## src/sv/rlm_pkg.sv

```systemverilog
// Shared types and fixed widths of the RMS level meter.
package rlm_pkg;

	localparam int SAMPLE_W   = 16;
	localparam int GAIN_W     = 16;
	localparam int LEVEL_W    = 16;
	localparam int MUL_W      = 16;
	localparam int PROD_W     = 2 * MUL_W;
	localparam int MEAN_W     = 31;
	localparam int ROOT_W     = 16;
	localparam int RAD_W      = 2 * ROOT_W;
	localparam int GAIN_FRAC  = 8;
	localparam int SCALED_W   = PROD_W - GAIN_FRAC;
	localparam int FULL_SCALE = 32768;
	localparam int GAIN_RESET = 256;

	typedef enum logic [2:0] {
		ST_IDLE,
		ST_SQUARE,
		ST_DIVIDE,
		ST_ROOT,
		ST_SCALE,
		ST_PUSH
	} state_t;

	typedef struct packed {
		logic start;
	} unit_ctl_t;

	typedef struct packed {
		logic busy;
		logic done;
	} unit_sts_t;

endpackage

```

## src/sv/rlm_sample_if.sv

```systemverilog
// Sample channel: valid, ready, one audio word and a block_end flag.
interface rlm_sample_if;
	logic                                 valid;
	logic                                 ready;
	logic signed [rlm_pkg::SAMPLE_W-1:0]  sample;
	logic                                 block_end;

	modport source(output valid, sample, block_end, input ready);
	modport sink(input valid, sample, block_end, output ready);
endinterface

```

## src/sv/rlm_level_if.sv

```systemverilog
// Level channel: valid, ready and one result word.
interface rlm_level_if;
	logic                          valid;
	logic                          ready;
	logic [rlm_pkg::LEVEL_W-1:0]   level;

	modport source(output valid, level, input ready);
	modport sink(input valid, level, output ready);
endinterface

```

## src/sv/rlm_mul.sv

```systemverilog
// Bit-serial shift-and-add multiplier, one multiplier bit per cycle.
module rlm_mul (
	input  logic                           clk,
	input  logic                           arst_n,
	input  rlm_pkg::unit_ctl_t             ctl,
	input  logic [rlm_pkg::MUL_W-1:0]      a,
	input  logic [rlm_pkg::MUL_W-1:0]      b,
	output rlm_pkg::unit_sts_t             sts,
	output logic [rlm_pkg::PROD_W-1:0]     product
);
	localparam int W   = rlm_pkg::MUL_W;
	localparam int CW  = $clog2(W);

	logic          busy_q;
	logic          done_q;
	logic [CW-1:0] cnt_q;
	logic [W-1:0]  a_q;
	logic [W-1:0]  b_q;
	logic [W-1:0]  hi_q;
	logic [W-1:0]  lo_q;
	logic [W:0]    part;

	// add the multiplicand into the upper half when the current bit is set
	assign part = {1'b0, hi_q} + (b_q[0] ? {1'b0, a_q} : '0);

	// sequence the iterations
	always_ff @(posedge clk or negedge arst_n) begin
		if (!arst_n) begin
			busy_q <= 1'b0;
			done_q <= 1'b0;
			cnt_q  <= '0;
		end else begin
			done_q <= 1'b0;
			if (ctl.start) begin
				busy_q <= 1'b1;
				cnt_q  <= '0;
			end else if (busy_q) begin
				cnt_q <= cnt_q + 1'b1;
				if (cnt_q == CW'(W - 1)) begin
					busy_q <= 1'b0;
					done_q <= 1'b1;
				end
			end
		end
	end

	// load the operands, then shift the partial product right
	always_ff @(posedge clk) begin
		if (ctl.start) begin
			a_q  <= a;
			b_q  <= b;
			hi_q <= '0;
			lo_q <= '0;
		end else if (busy_q) begin
			b_q  <= b_q >> 1;
			hi_q <= part[W:1];
			lo_q <= {part[0], lo_q[W-1:1]};
		end
	end

	assign sts.busy = busy_q;
	assign sts.done = done_q;
	assign product  = {hi_q, lo_q};

endmodule

```

## src/sv/rlm_div.sv

```systemverilog
// Restoring divider, one quotient bit per cycle.
module rlm_div #(
	parameter int DEND_W = 41,
	parameter int DSOR_W = 11
) (
	input  logic               clk,
	input  logic               arst_n,
	input  rlm_pkg::unit_ctl_t ctl,
	input  logic [DEND_W-1:0]  dividend,
	input  logic [DSOR_W-1:0]  divisor,
	output rlm_pkg::unit_sts_t sts,
	output logic [DEND_W-1:0]  quotient
);
	localparam int CW = $clog2(DEND_W);

	logic              busy_q;
	logic              done_q;
	logic [CW-1:0]     cnt_q;
	logic [DEND_W-1:0] work_q;
	logic [DSOR_W-1:0] rem_q;
	logic [DSOR_W-1:0] dsor_q;
	logic [DSOR_W:0]   trial;
	logic [DSOR_W:0]   diff;
	logic              fits;

	// bring down the next dividend bit and try the subtraction
	assign trial = {rem_q, work_q[DEND_W-1]};
	assign diff  = trial - {1'b0, dsor_q};
	assign fits  = trial >= {1'b0, dsor_q};

	// sequence the iterations
	always_ff @(posedge clk or negedge arst_n) begin
		if (!arst_n) begin
			busy_q <= 1'b0;
			done_q <= 1'b0;
			cnt_q  <= '0;
		end else begin
			done_q <= 1'b0;
			if (ctl.start) begin
				busy_q <= 1'b1;
				cnt_q  <= '0;
			end else if (busy_q) begin
				cnt_q <= cnt_q + 1'b1;
				if (cnt_q == CW'(DEND_W - 1)) begin
					busy_q <= 1'b0;
					done_q <= 1'b1;
				end
			end
		end
	end

	// shift quotient bits in as dividend bits leave
	always_ff @(posedge clk) begin
		if (ctl.start) begin
			work_q <= dividend;
			rem_q  <= '0;
			dsor_q <= divisor;
		end else if (busy_q) begin
			rem_q  <= fits ? diff[DSOR_W-1:0] : trial[DSOR_W-1:0];
			work_q <= {work_q[DEND_W-2:0], fits};
		end
	end

	assign sts.busy = busy_q;
	assign sts.done = done_q;
	assign quotient = work_q;

endmodule

```

## src/sv/rlm_sqrt.sv

```systemverilog
// Integer square root, one root bit (two radicand bits) per cycle.
module rlm_sqrt (
	input  logic                          clk,
	input  logic                          arst_n,
	input  rlm_pkg::unit_ctl_t            ctl,
	input  logic [rlm_pkg::MEAN_W-1:0]    radicand,
	output rlm_pkg::unit_sts_t            sts,
	output logic [rlm_pkg::ROOT_W-1:0]    root
);
	localparam int RW  = rlm_pkg::ROOT_W;
	localparam int AW  = rlm_pkg::RAD_W;
	localparam int CW  = $clog2(RW);
	localparam int REM_W = RW + 2;

	logic             busy_q;
	logic             done_q;
	logic [CW-1:0]    cnt_q;
	logic [AW-1:0]    rad_q;
	logic [REM_W-1:0] rem_q;
	logic [RW-1:0]    root_q;
	logic [REM_W+1:0] pair;
	logic [REM_W+1:0] test;
	logic [REM_W+1:0] diff;
	logic             fits;

	// bring down two radicand bits and test against 4*root+1
	assign pair = {rem_q, rad_q[AW-1:AW-2]};
	assign test = {2'b00, root_q, 2'b01};
	assign diff = pair - test;
	assign fits = pair >= test;

	// sequence the iterations
	always_ff @(posedge clk or negedge arst_n) begin
		if (!arst_n) begin
			busy_q <= 1'b0;
			done_q <= 1'b0;
			cnt_q  <= '0;
		end else begin
			done_q <= 1'b0;
			if (ctl.start) begin
				busy_q <= 1'b1;
				cnt_q  <= '0;
			end else if (busy_q) begin
				cnt_q <= cnt_q + 1'b1;
				if (cnt_q == CW'(RW - 1)) begin
					busy_q <= 1'b0;
					done_q <= 1'b1;
				end
			end
		end
	end

	// advance one root bit
	always_ff @(posedge clk) begin
		if (ctl.start) begin
			rad_q  <= AW'(radicand);
			rem_q  <= '0;
			root_q <= '0;
		end else if (busy_q) begin
			rem_q  <= fits ? diff[REM_W-1:0] : pair[REM_W-1:0];
			root_q <= {root_q[RW-2:0], fits};
			rad_q  <= {rad_q[AW-3:0], 2'b00};
		end
	end

	assign sts.busy = busy_q;
	assign sts.done = done_q;
	assign root     = root_q;

endmodule

```

## src/sv/rms_level_meter.sv

```systemverilog
// Top level of the RMS level meter: control, block sums and output register.
// Each sample word is squared by a bit-serial multiplier and added to the block
// sum; a plain sample passes through accept, launch, 16 multiplier steps and
// accumulate. On the last word of a block (block_end set, or MAX_BLOCK words
// taken) the mean is formed by a restoring divider at one bit per cycle, its
// root by a 16-step digit-by-digit unit, and the Q8.8 gain by another 16-step
// pass of the shared multiplier. The level is saturated at 32768 (1.0) and held
// in an output register; the next sample word is taken while it waits. The gain
// register resets to 256 (unity) and is written whenever cfg_we is high.
module rms_level_meter #(
	parameter int MAX_BLOCK = 1024
) (
	input  logic                          clk,
	input  logic                          arst_n,
	rlm_sample_if.sink                    sample_ch,
	rlm_level_if.source                   level_ch,
	input  logic                          cfg_we,
	input  logic [rlm_pkg::GAIN_W-1:0]    cfg_wdata
);
	localparam int CNT_W = $clog2(MAX_BLOCK + 1);
	localparam int SUM_W = 31 + $clog2(MAX_BLOCK);
	localparam int MW    = rlm_pkg::MUL_W;

	rlm_pkg::state_t              state_q;
	rlm_pkg::state_t              state_d;
	logic                         start_q;
	logic                         start_d;
	logic [rlm_pkg::GAIN_W-1:0]   gain_q;
	logic [MW-1:0]                mag_q;
	logic                         last_q;
	logic [SUM_W-1:0]             sum_q;
	logic [CNT_W-1:0]             count_q;
	logic [CNT_W-1:0]             count_inc;
	logic                         out_valid_q;
	logic [rlm_pkg::LEVEL_W-1:0]  level_q;
	logic                         accept;
	logic                         push;
	logic [MW-1:0]                magnitude;

	rlm_pkg::unit_ctl_t           mul_ctl;
	rlm_pkg::unit_ctl_t           div_ctl;
	rlm_pkg::unit_ctl_t           sqrt_ctl;
	rlm_pkg::unit_sts_t           mul_sts;
	rlm_pkg::unit_sts_t           div_sts;
	rlm_pkg::unit_sts_t           sqrt_sts;
	logic [MW-1:0]                mul_a;
	logic [MW-1:0]                mul_b;
	logic [rlm_pkg::PROD_W-1:0]   product;
	logic [SUM_W-1:0]             quotient;
	logic [rlm_pkg::ROOT_W-1:0]   root;
	logic [rlm_pkg::SCALED_W-1:0] scaled;
	logic [rlm_pkg::LEVEL_W-1:0]  level_sat;

	assign accept          = sample_ch.valid && sample_ch.ready;
	assign sample_ch.ready = (state_q == rlm_pkg::ST_IDLE);
	assign count_inc       = count_q + 1'b1;
	assign magnitude       = sample_ch.sample[rlm_pkg::SAMPLE_W-1]
		? MW'(0) - MW'($unsigned(sample_ch.sample))
		: MW'($unsigned(sample_ch.sample));

	// share the multiplier between squaring and gain
	assign mul_a = (state_q == rlm_pkg::ST_SCALE) ? MW'(root) : mag_q;
	assign mul_b = (state_q == rlm_pkg::ST_SCALE) ? MW'(gain_q) : mag_q;

	assign mul_ctl.start  = start_q && (state_q == rlm_pkg::ST_SQUARE ||
		state_q == rlm_pkg::ST_SCALE);
	assign div_ctl.start  = start_q && (state_q == rlm_pkg::ST_DIVIDE);
	assign sqrt_ctl.start = start_q && (state_q == rlm_pkg::ST_ROOT);

	rlm_mul u_mul (
		.clk     (clk),
		.arst_n  (arst_n),
		.ctl     (mul_ctl),
		.a       (mul_a),
		.b       (mul_b),
		.sts     (mul_sts),
		.product (product)
	);

	rlm_div #(
		.DEND_W (SUM_W),
		.DSOR_W (CNT_W)
	) u_div (
		.clk      (clk),
		.arst_n   (arst_n),
		.ctl      (div_ctl),
		.dividend (sum_q),
		.divisor  (count_q),
		.sts      (div_sts),
		.quotient (quotient)
	);

	rlm_sqrt u_sqrt (
		.clk      (clk),
		.arst_n   (arst_n),
		.ctl      (sqrt_ctl),
		.radicand (quotient[rlm_pkg::MEAN_W-1:0]),
		.sts      (sqrt_sts),
		.root     (root)
	);

	// drop the fraction of the gain and saturate at full scale
	assign scaled    = product[rlm_pkg::GAIN_FRAC +: rlm_pkg::SCALED_W];
	assign level_sat = (scaled > rlm_pkg::SCALED_W'(rlm_pkg::FULL_SCALE))
		? rlm_pkg::LEVEL_W'(rlm_pkg::FULL_SCALE) : scaled[rlm_pkg::LEVEL_W-1:0];
	assign push      = (state_q == rlm_pkg::ST_PUSH) && (!out_valid_q || level_ch.ready);

	// next state and unit launch
	always_comb begin
		state_d = state_q;
		start_d = 1'b0;
		unique case (state_q)
			rlm_pkg::ST_IDLE: begin
				if (accept) begin
					state_d = rlm_pkg::ST_SQUARE;
					start_d = 1'b1;
				end
			end
			rlm_pkg::ST_SQUARE: begin
				if (mul_sts.done) begin
					if (last_q || count_inc == CNT_W'(MAX_BLOCK)) begin
						state_d = rlm_pkg::ST_DIVIDE;
						start_d = 1'b1;
					end else begin
						state_d = rlm_pkg::ST_IDLE;
					end
				end
			end
			rlm_pkg::ST_DIVIDE: begin
				if (div_sts.done) begin
					state_d = rlm_pkg::ST_ROOT;
					start_d = 1'b1;
				end
			end
			rlm_pkg::ST_ROOT: begin
				if (sqrt_sts.done) begin
					state_d = rlm_pkg::ST_SCALE;
					start_d = 1'b1;
				end
			end
			rlm_pkg::ST_SCALE: begin
				if (mul_sts.done) begin
					state_d = rlm_pkg::ST_PUSH;
				end
			end
			rlm_pkg::ST_PUSH: begin
				if (push) begin
					state_d = rlm_pkg::ST_IDLE;
				end
			end
			default: begin
				state_d = rlm_pkg::ST_IDLE;
			end
		endcase
	end

	// hold state and launch pulse
	always_ff @(posedge clk or negedge arst_n) begin
		if (!arst_n) begin
			state_q <= rlm_pkg::ST_IDLE;
			start_q <= 1'b0;
		end else begin
			state_q <= state_d;
			start_q <= start_d;
		end
	end

	// gain register
	always_ff @(posedge clk or negedge arst_n) begin
		if (!arst_n) begin
			gain_q <= rlm_pkg::GAIN_W'(rlm_pkg::GAIN_RESET);
		end else if (cfg_we) begin
			gain_q <= cfg_wdata;
		end
	end

	// capture the incoming word
	always_ff @(posedge clk) begin
		if (accept) begin
			mag_q  <= magnitude;
			last_q <= sample_ch.block_end;
		end
	end

	// accumulate the block, clear it once the divider has finished
	always_ff @(posedge clk or negedge arst_n) begin
		if (!arst_n) begin
			sum_q   <= '0;
			count_q <= '0;
		end else if (state_q == rlm_pkg::ST_SQUARE && mul_sts.done) begin
			sum_q   <= sum_q + SUM_W'(product);
			count_q <= count_inc;
		end else if (state_q == rlm_pkg::ST_DIVIDE && div_sts.done) begin
			sum_q   <= '0;
			count_q <= '0;
		end
	end

	// output register
	always_ff @(posedge clk or negedge arst_n) begin
		if (!arst_n) begin
			out_valid_q <= 1'b0;
		end else if (push) begin
			out_valid_q <= 1'b1;
		end else if (level_ch.ready) begin
			out_valid_q <= 1'b0;
		end
	end

	always_ff @(posedge clk) begin
		if (push) begin
			level_q <= level_sat;
		end
	end

	assign level_ch.valid = out_valid_q;
	assign level_ch.level = level_q;

	// the block count never passes the block length
	a_count_bound: assert property (@(posedge clk) disable iff (!arst_n)
		count_q <= CNT_W'(MAX_BLOCK))
		else $error("block count beyond MAX_BLOCK");

	// no unit is running while a new word may be taken
	a_idle_quiet: assert property (@(posedge clk) disable iff (!arst_n)
		state_q == rlm_pkg::ST_IDLE |-> !mul_sts.busy && !div_sts.busy && !sqrt_sts.busy)
		else $error("unit busy while idle");

	// the multiplier reports only in the states that use it
	a_mul_owner: assert property (@(posedge clk) disable iff (!arst_n)
		mul_sts.done |-> state_q == rlm_pkg::ST_SQUARE || state_q == rlm_pkg::ST_SCALE)
		else $error("multiplier finished outside its states");

	// the sums are cleared once the mean has been taken
	a_block_clear: assert property (@(posedge clk) disable iff (!arst_n)
		state_q == rlm_pkg::ST_DIVIDE && div_sts.done |=> count_q == '0 && sum_q == '0)
		else $error("block sums not cleared");

	// a launch lasts one cycle
	a_start_pulse: assert property (@(posedge clk) disable iff (!arst_n)
		start_q |=> !start_q)
		else $error("launch held for more than one cycle");

endmodule
```

## src/flat_wrapper.sv

```systemverilog
// flat-port wrapper written by rule: the top's interface ports become plain ports
module rms_level_meter_flat 
#(
	parameter int MAX_BLOCK = 1024
)
  (clk, arst_n, cfg_we, cfg_wdata, sample_ch_valid, sample_ch_sample, sample_ch_block_end, sample_ch_ready, level_ch_valid, level_ch_level, level_ch_ready);
  rlm_sample_if sample_ch_i ();
  rlm_level_if level_ch_i ();
  input  logic clk;
  input  logic arst_n;
  input  logic cfg_we;
  input  logic [rlm_pkg::GAIN_W-1:0] cfg_wdata;
  input wire logic [$bits(sample_ch_i.valid)-1:0] sample_ch_valid;
  input wire logic [$bits(sample_ch_i.sample)-1:0] sample_ch_sample;
  input wire logic [$bits(sample_ch_i.block_end)-1:0] sample_ch_block_end;
  output wire logic [$bits(sample_ch_i.ready)-1:0] sample_ch_ready;
  output wire logic [$bits(level_ch_i.valid)-1:0] level_ch_valid;
  output wire logic [$bits(level_ch_i.level)-1:0] level_ch_level;
  input wire logic [$bits(level_ch_i.ready)-1:0] level_ch_ready;
  assign sample_ch_i.valid = sample_ch_valid;
  assign sample_ch_i.sample = sample_ch_sample;
  assign sample_ch_i.block_end = sample_ch_block_end;
  assign sample_ch_ready = sample_ch_i.ready;
  assign level_ch_valid = level_ch_i.valid;
  assign level_ch_level = level_ch_i.level;
  assign level_ch_i.ready = level_ch_ready;
  rms_level_meter #(.MAX_BLOCK(MAX_BLOCK)) u_core (.clk(clk), .arst_n(arst_n), .sample_ch(sample_ch_i), .level_ch(level_ch_i), .cfg_we(cfg_we), .cfg_wdata(cfg_wdata));
endmodule
```

## config.mk

```make
export PLATFORM = sky130hd
export DESIGN_NAME = rms_level_meter_flat
export DESIGN_NICKNAME = d
export VERILOG_FILES = /design/src/sv/rlm_pkg.sv /design/src/sv/rlm_sample_if.sv /design/src/sv/rlm_level_if.sv /design/src/sv/rlm_mul.sv /design/src/sv/rlm_div.sv /design/src/sv/rlm_sqrt.sv /design/src/sv/rms_level_meter.sv /design/src/flat_wrapper.sv
export SDC_FILE = /design/constraint.sdc
export NUM_CORES = 1
export LEC_CHECK = 0
export ABC_AREA = 1
export BUFFER_PORTS_ARGS = -buffer_cell sky130_fd_sc_hd__buf_2
export CAP_MARGIN = 20
export CORE_MARGIN = 8
export CORE_UTILIZATION = 35
export CTS_CLUSTER_SIZE = 40
export DETAILED_ROUTE_END_ITERATION = 10
export GPL_TIMING_DRIVEN = 0
export SYNTH_ARGS = -nofsm -noshare
export SYNTH_HDL_FRONTEND = slang
export SYNTH_SLANG_ARGS = --single-unit
export TNS_END_PERCENT = 20
```

## constraint.sdc

```tcl
create_clock -name clk -period 2.2 [get_ports clk]
set_input_delay 0.11 -clock clk [delete_from_list [all_inputs] [get_ports clk]]
set_output_delay 0.11 -clock clk [all_outputs]
set_load 0.03 [all_outputs]
```

==> results of run 1 <==
how the worst max path moves through the flow:
stage / endpoint / slack, ns / cells past startpoint
after floorplan: u_core.u_mul.hi_q[13] / 0.006 / 16
after global placement: u_core.sum_q[32] / -0.45 / 15
after detailed placement: u_core.u_div.cnt_q[0] / -0.48 / 7
after CTS: u_core.u_mul.hi_q[13] / -0.09 / 15
after global routing: u_core.u_mul.hi_q[13] / -0.17 / 14
final: u_core.u_mul.hi_q[13] / 0.03 / 14
where the power goes:
| group | switching, mW | internal, mW | total, mW |
|---|---|---|---|
| clock | 2.51 | 3.41 | 5.92 |
| combinational | 8.01 | 4.67 | 12.7 |
| sequential | 1.18 | 8.03 | 9.21 |
| total | 11.7 | 16.1 | 27.8 |
kinds of logic after synthesis:
| family | after synthesis | synth area share, % |
|---|---|---|
| multiplexers | 16 | 0.9788 |
| AO/OA/AOI/OAI | 359 | 10.81 |
| flip-flops | 319 | 45.28 |
| buffers and inverters | 409 | 8.850 |
| XOR/XNOR | 44 | 2.094 |
| adder cells (fa/ha/maj) | 86 | 5.968 |
| AND/OR/NAND/NOR | 1154 | 26.03 |
area by class of cell:
type,count,share of cell area [%]
plain buffers,60,1.519
clock buffers,45,4.438
clock inverters,22,0.7852
inverters,348,5.980
multi-input cells,1659,41.70
flip-flops and latches,319,37.91
well taps,688,3.914
repair buffers,106,3.653
repair inverters,3,0.1024
routing by layer:
metal	GRT usage, %	part of all wire [%]	vias up
li1	-	-	8026
met1	21.70	44	7461
met2	28.57	47	384
met3	3.454	5.7	92
met4	5.976	3.4	0
met5	0	0	-
synthesized netlist by cell type (8+ instances only):
| library cell | n | area (um2) |
|---|---|---|
| inv_2 | 12 | 45.04 |
| nand4_1 | 22 | 137.6 |
| nor2_1 | 226 | 848.3 |
| nand3_1 | 98 | 490.5 |
| nand2_2 | 10 | 62.56 |
| o21ai_0 | 159 | 795.8 |
| inv_1 | 332 | 1246 |
| nand2_1 | 728 | 2733 |
| o21ai_1 | 14 | 70.07 |
| clkbuf_1 | 23 | 86.33 |
| a31oi_1 | 17 | 106.4 |
| edfxtp_1 | 148 | 4444 |
| mux2_2 | 16 | 180.2 |
| buf_2 | 25 | 125.1 |
| o21bai_1 | 14 | 105.1 |
| xor2_1 | 36 | 315.3 |
| ha_1 | 83 | 1039 |
| dfxtp_1 | 78 | 1562 |
| nand3_2 | 9 | 90.09 |
| a21oi_1 | 111 | 555.5 |
| a22oi_1 | 17 | 127.6 |
| nor3_1 | 22 | 110.1 |
| dfrtp_1 | 92 | 2302 |
| xnor2_1 | 8 | 70.07 |
timing repair:
item                                    4_1_cts  5_1_grt
setup buffers                                 5       10
gates resized for setup                      40      139
endpoints found under the setup margin      153      105
hold buffers                                 36        0
cloned                                        3        0
endpoints found under the hold margin        71        0
pin swaps                                     7       19
flip-flops by register name (all words and copies together) (netlist names), 16 cells and up:
| name | cells |
|---|---|
| u_core.u_sqrt.root | 16 |
| u_core.u_mul.a_q | 16 |
| u_core.mag_q | 16 |
| u_core.gain_q | 16 |
| u_core.level_ch.level | 16 |
| u_core.u_div.quotient | 41 |
| u_core.sum_q | 41 |
| u_core.u_mul.lo_q | 16 |
| u_core.u_mul.hi_q | 16 |
| u_core.u_sqrt.rem_q | 18 |
| u_core.u_sqrt.rad_q | 32 |
| u_core.u_mul.b_q | 16 |
through the flow:
step	instances	instance area (um2)	setup slack, ns
floorplan	2387	18420	0.005545
global placement	3128	19540	-0.4517
detailed placement	3130	19590	-0.4814
CTS	3240	21290	-0.09033
global route	3250	21990	-0.1722
finish	3250	21990	0.02793
layout by cell type (no fill, tap or decap), types with 20 or more instances in the layout:
cell / synthesis / final
nand3_1: 98 / 93
nand2_2: 10 / 39
inv_1: 332 / 325
ha_1: 83 / 49
o21ai_0: 159 / 151
a21oi_1: 111 / 95
nor2_1: 226 / 207
buf_2: 25 / 74
dfrtp_1: 92 / 92
o21ai_1: 14 / 20
dlygate4sd3_1: 0 / 36
edfxtp_1: 148 / 148
ha_4: 0 / 26
nor2_2: 7 / 22
dfxtp_1: 78 / 76
nand2_1: 728 / 692
xor2_1: 36 / 36
clkbuf_16: 0 / 37
nand4_1: 22 / 22
clkbuf_1: 23 / 26
worst max-delay path: cells and delay by family (launching register included):
family / cells / cell delay (ns)
flip-flops: 1 / 0.45
AND/OR/NAND/NOR: 5 / 0.36
adder cells (fa/ha/maj): 1 / 0.33
buffers and inverters: 4 / 0.36
AO/OA/AOI/OAI: 4 / 0.58
==> run metrics, run 1 <==
Final Routed Wirelength 52450 um; worst min path class primary input to flip-flop; DP HPWL 39890 um; status finished clean; post-route ant nets 0; CTS Buffer Depth 3; CTS Buf Count 37; total track usage 17.05%; worst-path maximum fanout 6; Final Slew Violations 0; Crit. End Element flip-flop; boundary pin count 56; yosys warns 0; WS Path Type flip-flop to flip-flop; Filler cells 5207; drt via density 4.912; Synth Area per Inst 7.712 um2; r2r setup slk 0.03 ns; Tightest Pin Transition 0.7881 ns; setup repair after global routing missed its margin true; die height 245.3 um; Reg2Reg Depth 14; starting density of the core 35.24%; Setup crit start kind flip-flop; pin count of the biggest net entering global routing 58; area of the multi-input gates 9170 um2; first-pass GRT wire length 82050 um; CTS Sinks 319; Worst-path clk slew 0.06 ns; maxcap violations 0; vias 15960; Gate Count Post-Synth 2387; Final #Nets 2658; gpl congestion 0.9501; initial antenna violation count 0; clk root buf clkbuf_16; Post-Synthesis Cell Area 18410 um2; Hold Crit Depth 2; final total power 27.80 mW; core box area 52240 um2; crit path DAT 2.62 ns; remaining routing DRC violations 0; Worst Hold Launch sample_ch_sample[15]; Syn-to-layout area delta 19.47%; n_diodes 0; number of synthesized flops with an enable pin 148; Critical-path top delay cell edfxtp_1; hold_ws 0.05339 ns; Peak VDD IR 607.2 uV; worst hold endpoint u_core.mag_q[1]; post-synthesis sequential area ratio 45.28%; FF-to-FF End u_core.u_mul.hi_q[13]; fraction of registers with async set/reset 29.15%; clock skew 0.01582 ns; syn nets 2511; port bufs 53; Unique masters post-synth 60; Synth Register Bits 319; CTS tree done; Max stage delay on crit path 0.45 ns; Register Area 8337 um2; die width 245.3 um; PwrDens 1264 nW/um2; vias in the first global route 15450; DRT Pass-1 Iters 7; Fmax 460.4 MHz; layout cells sized above 1 14.48%; Final min period 2.172 ns; Most Frequent Cell on Critical Path nand2_1; Congestion Overflow GR 0; Crit Reg-Reg Startpoint u_core.u_mul.b_q[0]; CP cell instances buf_8 -> buf_12 -> nand2_1 -> inv_1 -> ha_1 -> nand2_1 -> nand2_1 -> o21bai_2 -> a21oi_1 -> nand2_2 -> a21oi_2 -> o21ai_0 -> nand2_1 -> inv_1; final core occ 42.10%; static leakage 10.21 nW; Initial DRC Count 1308; CP Launch Point u_core.u_mul.b_q[0]; Top FF cell, synth edfxtp_1; Worst-Skew Late Latency 0.55 ns; endpoints failing hold 0; TNS Setup 0 ns; CTS H-tree lvls 2; Critical Path RT 2.64 ns; # setup viols final 0; Die Area 60190 um2; Slew headroom 47.46%; Rows 84; final cycle utilization of the critical path 98.73%; Avg WL per Cell 16.14 um
Power figures use the tool's default switching activity.
==> run 2, diff against run 1 <==
ABC_AREA = not set   (was 1)
CORE_MARGIN = 2   (was 8)
==> run 2 against run 1 <==
The flow now finishes with violations (setup timing); design area fell by 3.8%; largest cell class unchanged; final cell count fell by 21%; via count fell by 17%; fmax fell by 24%; clock skew rose by 0.0047 ns; first-iteration DRC count fell by 43%; utilization rose by 2.5 points; synthesized cell count fell by 27%; sequential share of layout area rose by 1.6 points; non-clock buffer count rose by 66; largest power group is now sequential cells.
==> run metrics, run 2 <==
status finished with violations; DRT Pass-1 Iters 5 (-2); CTS H-tree lvls 2 (unchanged); Final Routed Wirelength 43420 um (-17%); maxcap violations 0 (unchanged); Synth Area per Inst 9.634 um2 (+25%); Layout Cells excl Fill 2571 (-21%); # setup viols final 98 (+98); Synth top area share 26.56% (+2.4 points); placed instance count 2410 (-23%); pin count of the biggest net entering global routing 51 (-12%); number of synthesized flops with an enable pin 148 (unchanged); Tightest Pin Transition 0.8977 ns (+0.1096 ns); fraction of registers with async set/reset 29.15% (unchanged); post-route ant nets 0 (unchanged); final core occ 44.58% (+2.5 points); setup repair after global routing missed its margin true; DP HPWL 29500 um (-26%); clk root buf clkbuf_16; Critical Path RT 2.60 ns (-0.04 ns); remaining routing DRC violations 0 (unchanged); Worst Hold Launch sample_ch_sample[15]; Worst-path clk slew 0.06 ns (about the same); yosys warns 0 (unchanged); Hold Crit Depth 3 (+1); most frequent cell after synthesis nand2_1; vias in the first global route 13210 (-14%); CTS tree done; syn nets 1861 (-26%); die height 222.7 um (-9.2%); most common cell after layout, fill and taps aside nand2_1; static leakage 8.892 nW (-13%); Slew headroom 40.15% (-7.3 points); vias 13280 (-17%); final total power 12.50 mW (-55%); worst-path maximum fanout 5 (-1); endpoints failing hold 0 (unchanged); Crit Reg-Reg Startpoint u_core.sum_q[0]; Setup crit start kind flip-flop; commonest non-fill, non-tap cells in the layout nand2_1, edfxtp_1, nor2_1; Commonest cells post-synth nand2_1, nor2_1, edfxtp_1; CTS Buf Count 36 (-2.7%); Rows 80 (-4.8%); Crit. End Element flip-flop; post-synthesis sequential area ratio 49.80% (+4.5 points); die width 222.7 um (-9.2%); synth top area cells edfxtp_1, dfrtp_1, dfxtp_1; Final min period 2.863 ns (+0.6906 ns); crit path DAT 3.26 ns (+0.64 ns); violated checks setup timing; Congestion Overflow GR 0 (unchanged); CTS Buffer Depth 3 (unchanged); core box area 47450 um2 (-9.2%); total track usage 17.00% (-0.049 points); WS Path Type flip-flop to flip-flop; Die Area 49580 um2 (-18%); port bufs 54 (+1.9%); Initial DRC Count 745 (-43%); worst hold endpoint u_core.mag_q[11]; CTS Sinks 319 (unchanged); Synth area leader edfxtp_1; Avg WL per Cell 16.89 um (+4.6%); final cycle utilization of the critical path 130.1% (+31 points); Gate Count Post-Synth 1737 (-27%); Synth Register Bits 319 (unchanged); boundary pin count 56 (unchanged); first-pass GRT wire length 68790 um (-16%); gpl congestion 0.8736 (-8.1%); drt via density 5.166 (+5.2%); worst min path class primary input to flip-flop; starting density of the core 35.27% (about the same); Final Slew Violations 0 (unchanged); Top FF cell, synth edfxtp_1; Unique masters post-synth 71 (+18%); n_diodes 0 (unchanged); PwrDens 590.8 nW/um2 (-53%); Fmax 349.3 MHz (-24%); Worst-Skew Late Latency 0.54 ns (about the same); clock skew 0.02051 ns (+0.004682 ns); Post-Synthesis Cell Area 16730 um2 (-9.1%); Final #Nets 2052 (-23%); layout cells sized above 1 21.73% (+7.2 points); Reg2Reg Depth 12 (-2); fin worst setup slack -0.6627 ns (-0.6906 ns); FF-to-FF End u_core.sum_q[40]; Peak VDD IR 407.8 uV (-33%); initial antenna violation count 0 (unchanged); Syn-to-layout area delta 26.39%; r2r setup slk -0.66 ns (-0.69 ns)
run 2: cell types whose count changed after synthesis, sizes merged, moves of 40 or more:
cell / before / now
nand2: 740 / 338
inv: 344 / 58
nor2: 236 / 153
nand3: 107 / 29
mux2i: 0 / 68
o21ai: 174 / 111
xnor2: 8 / 48
run 2: layer usage:
layer | up-vias | part of all wire [%] | global-route usage, %
met5 | - | 0 | 0
met4 | 0 | 3.3 | 5.651
met3 | 88 | 4.3 | 2.856
met2 | 298 | 48 | 28.32
met1 | 6413 | 45 | 22.45
li1 | 6483 | - | -
run 2: logic make-up after synthesis:
family	count (synthesis)	synth area share, %
AOI/OAI and AO/OA	345	12.90
xor gates and xnor gates	86	4.501
buffers and inverters	138	3.163
DFF	319	49.80
and+or+nand+nor	677	17.79
muxes	86	5.278
adders and majority gates	86	6.565
run 2: critical path: stages, from the launching register on:
cell and delay, ns:
dfrtp_1 0.36, ha_2 0.20, inv_2 0.04, fa_2 0.34
nand2b_4 0.15, a21o_1 0.21, a21oi_4 0.20, o21ai_4 0.10
a211o_4 0.39, a211oi_4 0.31, nor2_4 0.09, o211ai_1 0.23
o31ai_2 0.11
run 2: worst max-delay path by stage:
stage,start,to,cells past startpoint
2_1_floorplan,u_core.u_mul.b_q[0],u_core.u_mul.hi_q[14],12
3_3_place_gp,u_core.state_q[1],u_core.u_sqrt.rad_q[0],6
3_5_place_dp,u_core.state_q[0],u_core.u_sqrt.rad_q[4],6
4_1_cts,u_core.sum_q[0],u_core.sum_q[34],12
5_1_grt,u_core.sum_q[0],u_core.sum_q[40],12
6_report,u_core.sum_q[0],u_core.sum_q[40],12
run 2: repair_timing:
action | 4_1_cts | 5_1_grt
resized for setup | 79 | 223
gates cloned | 1 | 3
endpoints found under the setup margin | 354 | 266
hold buffers | 35 | 0
setup buffers | 31 | 30
hold endpoints to repair | 76 | 0
pin swaps | 34 | 67
run 2: stage by stage:
step | cell area [um2] | worst slack [ns] | TNS, ns | hold slack [ns]
final | 21150 | -0.6627 | -24.11 | 0.04392
after global routing | 21150 | -0.7135 | -40.67 | 0.05251
after CTS | 20020 | -0.6594 | -23.97 | 0.01666
after detailed placement | 17930 | -0.8281 | -160.95 | 0.1701
after global placement | 17840 | -1.214 | -193.57 | 0.2910
after floorplan | 16800 | -0.3919 | -19.96 | -0.1856
run 2: report_power, final:
part / internal [mW] / switching (mW) / leakage (nW)
clock: 3.55 / 2.49 / 0.579
combinational: 0.121 / 0.100 / 5.28
sequential: 6.21 / 0.0181 / 3.03
total: 9.89 / 2.61 / 8.89
run 2: cell type report:
| class | count | area [um2] |
|---|---|---|
| plain buffers | 74 | 365.4 |
| clock buffers | 46 | 991.0 |
| clock inverters | 20 | 186.4 |
| fillers | 4456 | 26300 |
| inverters | 59 | 226.5 |
| multi-input cells | 1280 | 8955 |
| flip-flops and latches | 319 | 8363 |
| well taps | 615 | 769.5 |
| repair buffers | 158 | 1294 |
==> run 3, diff against run 2 <==
--- a/config.mk
+++ b/config.mk
@@ -14,2 +14,3 @@
 export GPL_TIMING_DRIVEN = 0
+export SETUP_SLACK_MARGIN = 0.5
 export SYNTH_ARGS = -nofsm -noshare
==> constraint.sdc (replaced) <==
create_clock -name clk -period 2.2 [get_ports clk]
set_input_delay 0.22 -clock clk [delete_from_list [all_inputs] [get_ports clk]]
set_output_delay 0.22 -clock clk [all_outputs]
set_load 0.03 [all_outputs]
==> run 3 against run 2 <==
The run still ends with setup timing left; final cell count fell by 0.47%; power fell by 2.1%; count of clock-buffer cells in the layout rose by 3; hold slack worse by 0.021 ns; clock skew decreased by 0.0022 ns; register-to-register slack better by 0.08 ns; largest cell class unchanged.
==> run metrics, run 3 (same netlist as run 2, synthesis figures left out) <==
status finished with violations; violated checks setup timing; Initial DRC Count 805 (+8.1%); Peak VDD IR 369.2 uV (-9.5%); CP top delay family compound AO/OA/AOI/OAI gates; setup repair after global routing missed its margin true; WP buf/inv 2 (+1); Filler cells 4318 (-3.1%); Syn-to-layout area delta 32.52%; Final Slew Violations 0 (unchanged); Final Routed Wirelength 43860 um (+1.0%); core box area 47450 um2 (unchanged); DRT Pass-1 Iters 5 (unchanged); Slew headroom 44.20% (+4.0 points); clock skew 0.01835 ns (-0.002159 ns); total track usage 16.80% (-0.20 points); final cycle utilization of the critical path 126.3% (-3.8 points); initial antenna violation count 0 (unchanged); CTS Buf Count 36 (unchanged); pin count of the biggest net entering global routing 51 (unchanged); first-pass GRT wire length 68000 um (-1.2%); worst-path maximum fanout 5 (unchanged); Fmax 360.0 MHz (+3.0%); post-route ant nets 0 (unchanged); static leakage 9.153 nW (+2.9%); PwrDens 551.5 nW/um2 (-6.6%); Critical-path top delay cell a221o_2; most common cell after layout, fill and taps aside nand2_1; Hold Crit Depth 2 (-1); maxcap violations 0 (unchanged); n_diodes 0 (unchanged); remaining routing DRC violations 0 (unchanged); Critical Path RT 2.64 ns (+0.04 ns); worst min path class primary input to flip-flop; gpl congestion 0.8546 (-2.2%); Die Area 49580 um2 (unchanged); Worst-Skew Late Latency 0.52 ns (-0.02 ns); vias in the first global route 13040 (-1.3%); layout cells sized above 1 30.09% (+8.4 points); Final min period 2.778 ns (-0.08457 ns); vias 13300 (+0.13%); hold_ws 0.02322 ns (-0.02070 ns); WS Path Type flip-flop to flip-flop; drt via density 5.197 (+0.60%); Avg WL per Cell 17.14 um (+1.5%); starting density of the core 35.27% (unchanged); CP cell instances ha_2 -> buf_4 -> buf_6 -> a211o_1 -> a211o_1 -> nand3_2 -> nand3_4 -> a31oi_4 -> o31ai_4 -> a221o_2 -> nand3_2 -> mux2i_1; CTS Buffer Depth 3 (unchanged); CTS tree done; Crit. End Element flip-flop; Reg2Reg Depth 12 (unchanged); Critical Path Stages 12 (unchanged); Congestion Overflow GR 0 (unchanged); die height 222.7 um (unchanged); Layout Cells excl Fill 2559 (-0.47%); Tightest Pin Transition 0.8370 ns (-0.06066 ns); CTS Sinks 319 (unchanged); Max stage delay on crit path 0.46 ns (+0.07 ns); Rows 80 (unchanged); commonest non-fill, non-tap cells in the layout nand2_1, edfxtp_1, nor2_1; boundary pin count 56 (unchanged); fin worst setup slack -0.5781 ns (+0.08457 ns); Final #Nets 2042 (-0.49%); # setup viols final 68 (-31%); CTS H-tree lvls 2 (unchanged); Worst-path clk slew 0.07 ns (about the same); DP HPWL 29190 um (-1.0%); endpoints failing hold 0 (unchanged); placed instance count 2409 (-0.041%); Setup crit start kind flip-flop; die width 222.7 um (unchanged); crit path DAT 3.22 ns (-0.04 ns); clk root buf clkbuf_16; port bufs 54 (unchanged)
run 3: cell count changes in the layout (fill, tap and decap cells not counted), moves of 16 or more:
| cell | before | now |
|---|---|---|
| dlygate4sd3_1 | 35 | 19 |
| o21ai_0 | 72 | 55 |
| nand2_2 | 1 | 44 |
| clkbuf_1 | 48 | 24 |
| nand2_1 | 336 | 252 |
| nand2_4 | 1 | 32 |
run 3: metal layers:
metal | track usage (%) | vias up | wire length [um]
met5 | 0 | - | 0
li1 | - | 6475 | -
met4 | 5.391 | 0 | 1266
met3 | 2.341 | 83 | 1688
met2 | 28.42 | 266 | 21190
met1 | 22.20 | 6475 | 19720
run 3: stage by stage:
stage                     TNS [ns]  power, mW  worst slack, ns  utilization [%]  area, um2
after detailed placement   -141.44      6.529          -0.9017            37.81      17940
after CTS                   -19.99      12.34          -0.6715            43.19      20490
after global placement     -180.93      6.516           -1.171            37.65      17860
final                       -19.66      12.23          -0.5781            46.74      22180
after floorplan             -16.16      6.423          -0.3919                -      16820
after global routing        -26.84      12.61          -0.6728            46.74      22180
run 3: worst reg2reg max path: cells and delay by family (launching register included):
kind / cells / cell delay, ns
buffers and inverters: 2 / 0.24
muxes: 1 / 0.19
AOI/OAI and AO/OA: 5 / 1.44
DFF: 1 / 0.38
adders and majority gates: 1 / 0.18
and+or+nand+nor: 3 / 0.28
run 3: cell type report:
cell class	instances	area, um2	share of cell area, %
buffer	79	793.3	3.577
clock buffer	49	1011	4.559
clock inverter	15	106.4	0.4795
inverter	59	270.3	1.219
multi-input combinational	1280	9697	43.72
sequential	319	8364	37.72
tap	615	769.5	3.470
timing repair buffer	142	1160	5.230
timing repair inverter	1	6.256	0.02821
run 3: worst paths after layout:
path / start / end / slack (ns)
min in group asynchronous: arst_n / u_core.sum_q[9] / 0.26
max in group asynchronous: arst_n / u_core.u_sqrt.busy_q / 1.22
min reg2reg: u_core.count_q[2] / u_core.u_div.dsor_q[2] / 0.45
max: u_core.sum_q[0] / u_core.sum_q[33] / -0.58
min: sample_ch_sample[3] / u_core.mag_q[3] / 0.02
max reg2reg: u_core.sum_q[0] / u_core.sum_q[33] / -0.58
run 3: power by group:
group / total, mW / internal, mW / switching (mW)
logic: 0.195 / 0.100 / 0.0947
registers: 6.23 / 6.22 / 0.0180
clock network: 5.80 / 3.34 / 2.46
run 3: what timing repair did:
action	4_1_cts	5_1_grt
cloned	1	4
gates resized for setup	268	375
pin swaps	69	202
endpoints found under the hold margin	60	0
endpoints found under the setup margin	414	399
buffers inserted	33	29
hold buffers	19	0
